--- src/rtl/psd_pkg.sv ---
// Shared types and constants for the PoE source debounce and ready detector.
// Holds the sample and result word layouts, debounce settings and register indexes.
// No dependencies.
package psd_pkg;

    // Number of equal samples that confirm a new value after the first differing one.
    localparam int unsigned DEBOUNCE_COUNT = 5;
    localparam int unsigned CNT_W = 3;
    localparam logic [CNT_W-1:0] DEB_LIMIT = CNT_W'(DEBOUNCE_COUNT);

    // Configuration register indexes and reset values.
    localparam int unsigned CFG_IDX_W = 2;
    localparam logic [CFG_IDX_W-1:0] REG_VBUS_MIN  = 2'd0;
    localparam logic [CFG_IDX_W-1:0] REG_VBUS_HYST = 2'd1;
    localparam logic [15:0] VBUS_MIN_RESET  = 16'd36000;
    localparam logic [15:0] VBUS_HYST_RESET = 16'd1000;

    // Source classification codes.
    localparam logic [1:0] KIND_NONE  = 2'd0;
    localparam logic [1:0] KIND_TYPE1 = 2'd1;
    localparam logic [1:0] KIND_TYPE2 = 2'd2;
    localparam logic [1:0] KIND_AUX   = 2'd3;

    // One sample tick.
    typedef struct packed {
        logic        cdb_level;
        logic        t2p_level;
        logic [15:0] vbus_sample_a;
        logic        vbus_fail_a;
        logic [15:0] vbus_sample_b;
        logic        vbus_fail_b;
        logic [15:0] vbus_sample_c;
        logic        vbus_fail_c;
    } sample_word_t;

    // One result word.
    typedef struct packed {
        logic        poe_ok;
        logic        t2p_ok;
        logic        vbus_ok;
        logic [1:0]  source_kind;
        logic        ready_res;
        logic        ready_rose;
        logic        ready_fell;
        logic [15:0] vbus_median_mv;
    } result_word_t;

    // Control for one debouncer: advance on this edge, and whether this is the seeding tick.
    typedef struct packed {
        logic step;
        logic seed;
    } deb_ctl_t;

endpackage

--- src/rtl/psd_debounce.sv ---
// Debouncer for one boolean signal: last sample, saturating count and confirmed value.
// Depends on psd_pkg.
module psd_debounce
    import psd_pkg::*;
(
    input  logic     clk,
    input  logic     rst_n,
    input  deb_ctl_t ctl,
    input  logic     sample,
    output logic     confirmed,
    output logic     confirmed_next
);

    logic             last_reg, last_next;
    logic             conf_reg, conf_next;
    logic [CNT_W-1:0] count_reg, count_next;

    // Next state: a differing sample restarts the count, an equal one raises it to the limit.
    always_comb
    begin
        last_next  = last_reg;
        count_next = count_reg;
        conf_next  = conf_reg;
        if (ctl.seed)
        begin
            last_next = sample;
        end
        else
        begin
            if (sample == last_reg)
            begin
                if (count_reg < DEB_LIMIT)
                begin
                    count_next = count_reg + 1'b1;
                end
            end
            else
            begin
                count_next = '0;
                last_next  = sample;
            end
            if (count_next >= DEB_LIMIT)
            begin
                conf_next = sample;
            end
        end
    end

    // State registers, updated only when a word moves to the result stage.
    always_ff @(posedge clk or negedge rst_n)
    begin
        if (!rst_n)
        begin
            last_reg  <= 1'b0;
            conf_reg  <= 1'b0;
            count_reg <= '0;
        end
        else if (ctl.step)
        begin
            last_reg  <= last_next;
            conf_reg  <= conf_next;
            count_reg <= count_next;
        end
    end

    assign confirmed      = conf_reg;
    assign confirmed_next = conf_next;

endmodule

--- src/rtl/psd_vbus_eval.sv ---
// Median of the three VBUS readings and threshold compare with hysteresis.
// Depends on psd_pkg.
module psd_vbus_eval
    import psd_pkg::*;
(
    input  sample_word_t smp,
    input  logic [15:0]  vbus_thr_mv,
    input  logic [15:0]  vbus_hyst_mv,
    input  logic         ok_now,
    output logic [15:0]  median,
    output logic         over
);

    logic [15:0] a, b, c;
    logic [15:0] lo_ab, hi_ab, lo_hc;
    logic [15:0] thr;

    // A failed reading counts as zero.
    assign a = smp.vbus_fail_a ? 16'd0 : smp.vbus_sample_a;
    assign b = smp.vbus_fail_b ? 16'd0 : smp.vbus_sample_b;
    assign c = smp.vbus_fail_c ? 16'd0 : smp.vbus_sample_c;

    // Median as max(min(a,b), min(max(a,b),c)).
    assign lo_ab  = (a < b) ? a : b;
    assign hi_ab  = (a < b) ? b : a;
    assign lo_hc  = (hi_ab < c) ? hi_ab : c;
    assign median = (lo_ab > lo_hc) ? lo_ab : lo_hc;

    // Lowered threshold while confirmed ok, clamped at zero.
    always_comb
    begin
        thr = vbus_thr_mv;
        if (ok_now)
        begin
            thr = (vbus_hyst_mv > vbus_thr_mv) ? 16'd0 : (vbus_thr_mv - vbus_hyst_mv);
        end
    end

    assign over = (median >= thr);

endmodule

--- src/rtl/poe_source_debounce_ready.sv ---
// Top level of the PoE source debounce and ready detector.
// Depends on psd_pkg, psd_vbus_eval and psd_debounce.
//
// Usage:
//   sample channel (sample_valid, sample_stall, sample) carries one sample tick
//   per word: two pin levels and three VBUS readings with failure flags.
//   result channel (result_valid, result_stall, result) returns exactly one
//   result word per sample word, in order.
//   Configuration: cfg_we with cfg_index 0 writes the VBUS threshold, index 1
//   writes the hysteresis; other indexes are ignored. Write only while idle.
// Timing:
//   A word is taken into an input register, then evaluated and debounced in a
//   single pass into the result register; result_valid rises as it enters it.
//   One word per cycle is sustained while result_stall is low; the debounce
//   state updates in the same cycle that a word enters the result register.
// Reset:
//   All debounce state, the ready flag and the seeding flag clear, registers
//   return to 36000 mV and 1000 mV. The first word after reset only seeds the
//   last-sample registers and reports all confirmations, kind and ready as zero.
// Stalls:
//   While result_stall is high the result word holds; the input register still
//   takes one more word, after which sample_stall rises until the result moves.
module poe_source_debounce_ready
    import psd_pkg::*;
(
    input  logic                 clk,
    input  logic                 rst_n,
    input  logic                 sample_valid,
    output logic                 sample_stall,
    input  sample_word_t         sample,
    output logic                 result_valid,
    input  logic                 result_stall,
    output result_word_t         result,
    input  logic                 cfg_we,
    input  logic [CFG_IDX_W-1:0] cfg_index,
    input  logic [15:0]          cfg_data
);

    logic [15:0]  vbus_min_reg, vbus_hyst_reg;
    logic         in_valid_reg;
    sample_word_t in_word_reg;
    logic         out_valid_reg;
    result_word_t out_word_reg, out_word_next;
    logic         primed_reg;
    logic         ready_reg, ready_next;

    logic         advance;
    logic         take;
    deb_ctl_t     ctl;
    logic [15:0]  median;
    logic         vb_raw;
    logic         vbus_conf;
    logic         cdb_conf_next, t2p_conf_next, vbus_conf_next;
    logic         cdb_conf_unused, t2p_conf_unused;
    logic [1:0]   kind;

    // Handshake: the input stage moves on whenever the result register is free or being taken.
    assign advance      = in_valid_reg && (!out_valid_reg || !result_stall);
    assign sample_stall = in_valid_reg && !advance;
    assign take         = sample_valid && !sample_stall;
    assign ctl.step     = advance;
    assign ctl.seed     = !primed_reg;

    // Configuration registers.
    always_ff @(posedge clk or negedge rst_n)
    begin
        if (!rst_n)
        begin
            vbus_min_reg  <= VBUS_MIN_RESET;
            vbus_hyst_reg <= VBUS_HYST_RESET;
        end
        else if (cfg_we)
        begin
            unique case (cfg_index)
                REG_VBUS_MIN:  vbus_min_reg  <= cfg_data;
                REG_VBUS_HYST: vbus_hyst_reg <= cfg_data;
                default:       ;
            endcase
        end
    end

    // VBUS median and threshold.
    psd_vbus_eval u_vbus_eval (
        .smp          (in_word_reg),
        .vbus_thr_mv  (vbus_min_reg),
        .vbus_hyst_mv (vbus_hyst_reg),
        .ok_now       (vbus_conf),
        .median       (median),
        .over         (vb_raw)
    );

    // Debouncers; T2P is active low on the pin.
    psd_debounce u_deb_cdb (
        .clk            (clk),
        .rst_n          (rst_n),
        .ctl            (ctl),
        .sample         (in_word_reg.cdb_level),
        .confirmed      (cdb_conf_unused),
        .confirmed_next (cdb_conf_next)
    );

    psd_debounce u_deb_t2p (
        .clk            (clk),
        .rst_n          (rst_n),
        .ctl            (ctl),
        .sample         (!in_word_reg.t2p_level),
        .confirmed      (t2p_conf_unused),
        .confirmed_next (t2p_conf_next)
    );

    psd_debounce u_deb_vbus (
        .clk            (clk),
        .rst_n          (rst_n),
        .ctl            (ctl),
        .sample         (vb_raw),
        .confirmed      (vbus_conf),
        .confirmed_next (vbus_conf_next)
    );

    // Classification, ready and its edges; the seeding tick reports none.
    always_comb
    begin
        kind       = KIND_NONE;
        ready_next = ready_reg;
        if (primed_reg)
        begin
            priority if (cdb_conf_next)
            begin
                kind = t2p_conf_next ? KIND_TYPE2 : KIND_TYPE1;
            end
            else if (t2p_conf_next)
            begin
                kind = KIND_AUX;
            end
            ready_next = (kind != KIND_NONE) && vbus_conf_next;
        end
        out_word_next.poe_ok         = cdb_conf_next || (cdb_conf_unused && 1'b0);
        out_word_next.t2p_ok         = t2p_conf_next || (t2p_conf_unused && 1'b0);
        out_word_next.vbus_ok        = vbus_conf_next;
        out_word_next.source_kind    = kind;
        out_word_next.ready_res      = primed_reg && ready_next;
        out_word_next.ready_rose     = primed_reg && ready_next && !ready_reg;
        out_word_next.ready_fell     = primed_reg && !ready_next && ready_reg;
        out_word_next.vbus_median_mv = median;
    end

    // Input register.
    always_ff @(posedge clk or negedge rst_n)
    begin
        if (!rst_n)
        begin
            in_valid_reg <= 1'b0;
        end
        else if (take)
        begin
            in_valid_reg <= 1'b1;
        end
        else if (advance)
        begin
            in_valid_reg <= 1'b0;
        end
    end

    always_ff @(posedge clk)
    begin
        if (take)
        begin
            in_word_reg <= sample;
        end
    end

    // Result register and the ready and seeding flags.
    always_ff @(posedge clk or negedge rst_n)
    begin
        if (!rst_n)
        begin
            out_valid_reg <= 1'b0;
            primed_reg    <= 1'b0;
            ready_reg     <= 1'b0;
        end
        else
        begin
            if (advance)
            begin
                out_valid_reg <= 1'b1;
                primed_reg    <= 1'b1;
                ready_reg     <= ready_next;
            end
            else if (!result_stall)
            begin
                out_valid_reg <= 1'b0;
            end
        end
    end

    always_ff @(posedge clk)
    begin
        if (advance)
        begin
            out_word_reg <= out_word_next;
        end
    end

    assign result_valid = out_valid_reg;
    assign result       = out_word_reg;

endmodule

--- config.mk ---
export PLATFORM = sky130hd
export DESIGN_NAME = poe_source_debounce_ready
export DESIGN_NICKNAME = d
export VERILOG_FILES = /design/src/rtl/psd_pkg.sv /design/src/rtl/psd_debounce.sv /design/src/rtl/psd_vbus_eval.sv /design/src/rtl/poe_source_debounce_ready.sv
export SDC_FILE = /design/constraint.sdc
export NUM_CORES = 1
export LEC_CHECK = 0
export CAP_MARGIN = 20
export CORE_MARGIN = 1
export CORE_UTILIZATION = 55
export DETAILED_ROUTE_END_ITERATION = 10
export DONT_BUFFER_PORTS = 1
export PLACE_DENSITY = 0.8
export SETUP_SLACK_MARGIN = 0.4
export SYNTH_ARGS = -nofsm -noshare
export SYNTH_HDL_FRONTEND = slang
export SYNTH_HIERARCHICAL = 1
export SYNTH_SLANG_ARGS = --single-unit
--- constraint.sdc ---
create_clock -name clk -period 13.5 [get_ports clk]
set_clock_uncertainty 0.2 [all_clocks]
set_input_delay 2.7 -clock clk [delete_from_list [all_inputs] [get_ports clk]]
set_output_delay 2.7 -clock clk [all_outputs]
set_load 0.05 [all_outputs]
==> impl_metrics.env <==
export IMPL_status="completed"
export IMPL_setup_viol=0
export IMPL_critPathBufInv=0
export IMPL_clkSlewWorstSetupHoldPaths_ns=0.06
export IMPL_grt_max_degree=54
export IMPL_synthCells=733
export IMPL_rsz0062_at_grt="false"
export IMPL_seqPwrFrac_pct=37.4
export IMPL_antenna_cells=0
export IMPL_core_area_mm2=0.0140
export IMPL_dp_cells=896
export IMPL_grt_ovfl_total=0
export IMPL_start_util_pct=56.9
export IMPL_internal_power_w=0.00105
export IMPL_drt_total_wl_um=17500
export IMPL_cts_sink_count=128
export IMPL_synth_edf_count=77
export IMPL_drt_initial_drc_count=401
export IMPL_stdcell_area_mm2=0.00872
export IMPL_slew_headroom_pct=32.1
export IMPL_wl_per_cell_um=18.8
export IMPL_synth_avg_cell_area_um2=10.9
export IMPL_cts_resized=0
export IMPL_yosys_top_cells_area="edfxtp_1 (29%), dfrtp_1 (13%), ha_1 (13%)"
export IMPL_ys_ff_latch=128
export IMPL_grt_usage_pct=24.7
export IMPL_largest_reg_flops=53
export IMPL_final_antenna_net_count=0
export IMPL_period_needed_ns=11.65
export IMPL_drive_gt1_share_pct=15.6
export IMPL_switchingPower_w=0.000614
export IMPL_critPathCaptureType="flip-flop"
export IMPL_rows=43
export IMPL_fmaxAchievable_ghz=0.0859
export IMPL_yosys_most_used_dff="edfxtp_1"
export IMPL_synth_area_mm2=0.00796
export IMPL_power_leakage_nw=3.57
export IMPL_vias_per_cell=6.06
export IMPL_multi_input_area_mm2=0.00408
export IMPL_worst_slew_pin_slew_ns=1.02
export IMPL_syn_num_nets=890
export IMPL_p_clk_share_pct=28.4
export IMPL_critPathMaxStageDelay_ns=0.78
export IMPL_slowest_stage="a22oi_1"
export IMPL_p_comb_share_pct=34.1
export IMPL_sw_frac_of_total_pct=36.8
export IMPL_yosysMostFrequentCell="ha_1"
export IMPL_clock_root_buffer="clkbuf_16"
export IMPL_tritoncts="built"
export IMPL_yosysUniqueCellTypes=68
export IMPL_critPathLaunchType="flip-flop"
export IMPL_critPathKind="flip-flop to flip-flop"
export IMPL_antenna_found_initial=0
export IMPL_peakVddDrop_uv=96.0
export IMPL_regArea_mm2=0.00360
export IMPL_die_w_um=122
export IMPL_num_fill_cells=1099
export IMPL_netlist_area_leader_share_pct=29.1
export IMPL_finish_cell_count_without_fillers=928
export IMPL_postCtsSetupBuffers=0
export IMPL_grt_pass1_vias=5550
export IMPL_die_area_mm2=0.0150
export IMPL_routed_via_count=5623
export IMPL_postCtsHoldBufs=0
export IMPL_grt_busiest_layer="met2"
export IMPL_cts_max_level=4
export IMPL_crit_family="compound AO/OA/AOI/OAI gates"
export IMPL_tns_ns=0
export IMPL_use_met2_pct=41.3
export IMPL_clock_latency_ns=0.41
export IMPL_ys_top_cells_by_count="ha_1 (80), edfxtp_1 (77), nand2_1 (59)"
export IMPL_remaining_drc_errors=0
export IMPL_cp_common_cell="o21ai_0"
export IMPL_port_buffers=0
export IMPL_cp_required_ns=13.47
export IMPL_maxCapViolations=0
export IMPL_first_pass_iters=5
export IMPL_die_h_um=122
export IMPL_crit_fanout=33
export IMPL_cts_made_buffers=17
export IMPL_boundaryPins=102
export IMPL_cp_arrival_ns=11.61
export IMPL_cts_buffer_depth=2
export IMPL_maxSlewViolCount=0
export IMPL_nNetsFinal=892
export IMPL_synth_top_cell_by_area="edfxtp_1"
export IMPL_grt_pass1_wl_um=27700
export IMPL_placed_area_mm2=0.00810
export IMPL_ys_seq_area_share_pct=45.3
export IMPL_dpl_hpwl_um=13300
export IMPL_whs_ns=0.288
export IMPL_post_route_period_util_pct=86.3
export IMPL_yosysWarnings=6
export IMPL_postSynth_asyncResetShare_pct=39.8
export IMPL_syn_to_final_growth_pct=9.53
export IMPL_final_util_pct=62.3
export IMPL_grtUsageMet3_pct=5.11
export IMPL_power_density_mw_per_mm2=191
export IMPL_gp_congestion=0.920
export IMPL_hold_viol_final=0
export IMPL_hold_class="flip-flop to flip-flop"
export IMPL_grt_met1_usage_pct=30.6
[cells by family (layout without fill, tap and decap cells)]
group                      count (synthesis)  in the layout  share of synthesized area, %
and+or+nand+nor                          210            210                          14.3
AOI/OAI and AO/OA                        177            177                          14.5
DFF                                      128            128                          45.3
adders and majority gates                 81             81                          12.8
buffers and inverters                     68             83                          3.68
muxes                                     55             55                          7.56
xor gates and xnor gates                  14             14                          1.82
[per-layer routing]
metal  up-vias  wire (um)  part of all wire [%]
met2       224       8480                    49
met4         0        399                   2.3
met1      2673       7540                    43
li1       2692          -                     -
met5         -          0                     0
met3        34       1060                   6.1
[power by group through the flow]
stage / registers, W / clock network (W) / logic, W
after floorplan: 0.000613 / 0 / 0.000448
after global placement: 0.000625 / 0 / 0.000526
after detailed placement: 0.000632 / 0 / 0.000554
after CTS: 0.000625 / 0.000484 / 0.000560
after global routing: 0.000633 / 0.000498 / 0.000633
final: 0.000625 / 0.000475 / 0.000569
[final timing paths]
path / end / start / slack [ns] / cells past startpoint
worst max-delay path: result[16] / in_word_reg[34] / 1.85 / 43
worst min-delay path: u_deb_cdb/confirmed / u_deb_cdb/confirmed / 0.29 / 1
worst max register to register: result[16] / in_word_reg[34] / 1.85 / 43
worst min register to register: u_deb_cdb/confirmed / u_deb_cdb/confirmed / 0.29 / 1
max in group asynchronous: vbus_hyst_reg[3] / rst_n / 11.10 / 0
min in group asynchronous: u_deb_cdb/count_reg[1] / rst_n / 1.78 / 0
[stage by stage]
step | total power, W | setup slack [ns]
final | 0.00167 | 1.85
after global routing | 0.00176 | 1.14
after CTS | 0.00167 | 2.27
after detailed placement | 0.00119 | 2.29
after global placement | 0.00115 | 2.41
after floorplan | 0.00106 | 4.64
[cell usage in the layout (no fill, tap or decap), types with 30 or more instances in the layout]
cell       n
inv_1     49
ha_1      80
nor2_1    30
mux2_2    38
edfxtp_1  77
nand2_1   59
o21ai_0   48
a21oi_1   38
dfrtp_1   40
nor2b_1   32
nand2b_1  30
[cell type report]
class | count | share of cell area, %
tap | 180 | 2.58
timing repair buffer | 2 | 0.172
clock inverter | 14 | 2.12
inverter | 49 | 2.11
clock buffer | 18 | 4.92
sequential | 128 | 41.3
multi-input combinational | 537 | 46.8
Power figures use the tool's default switching activity.
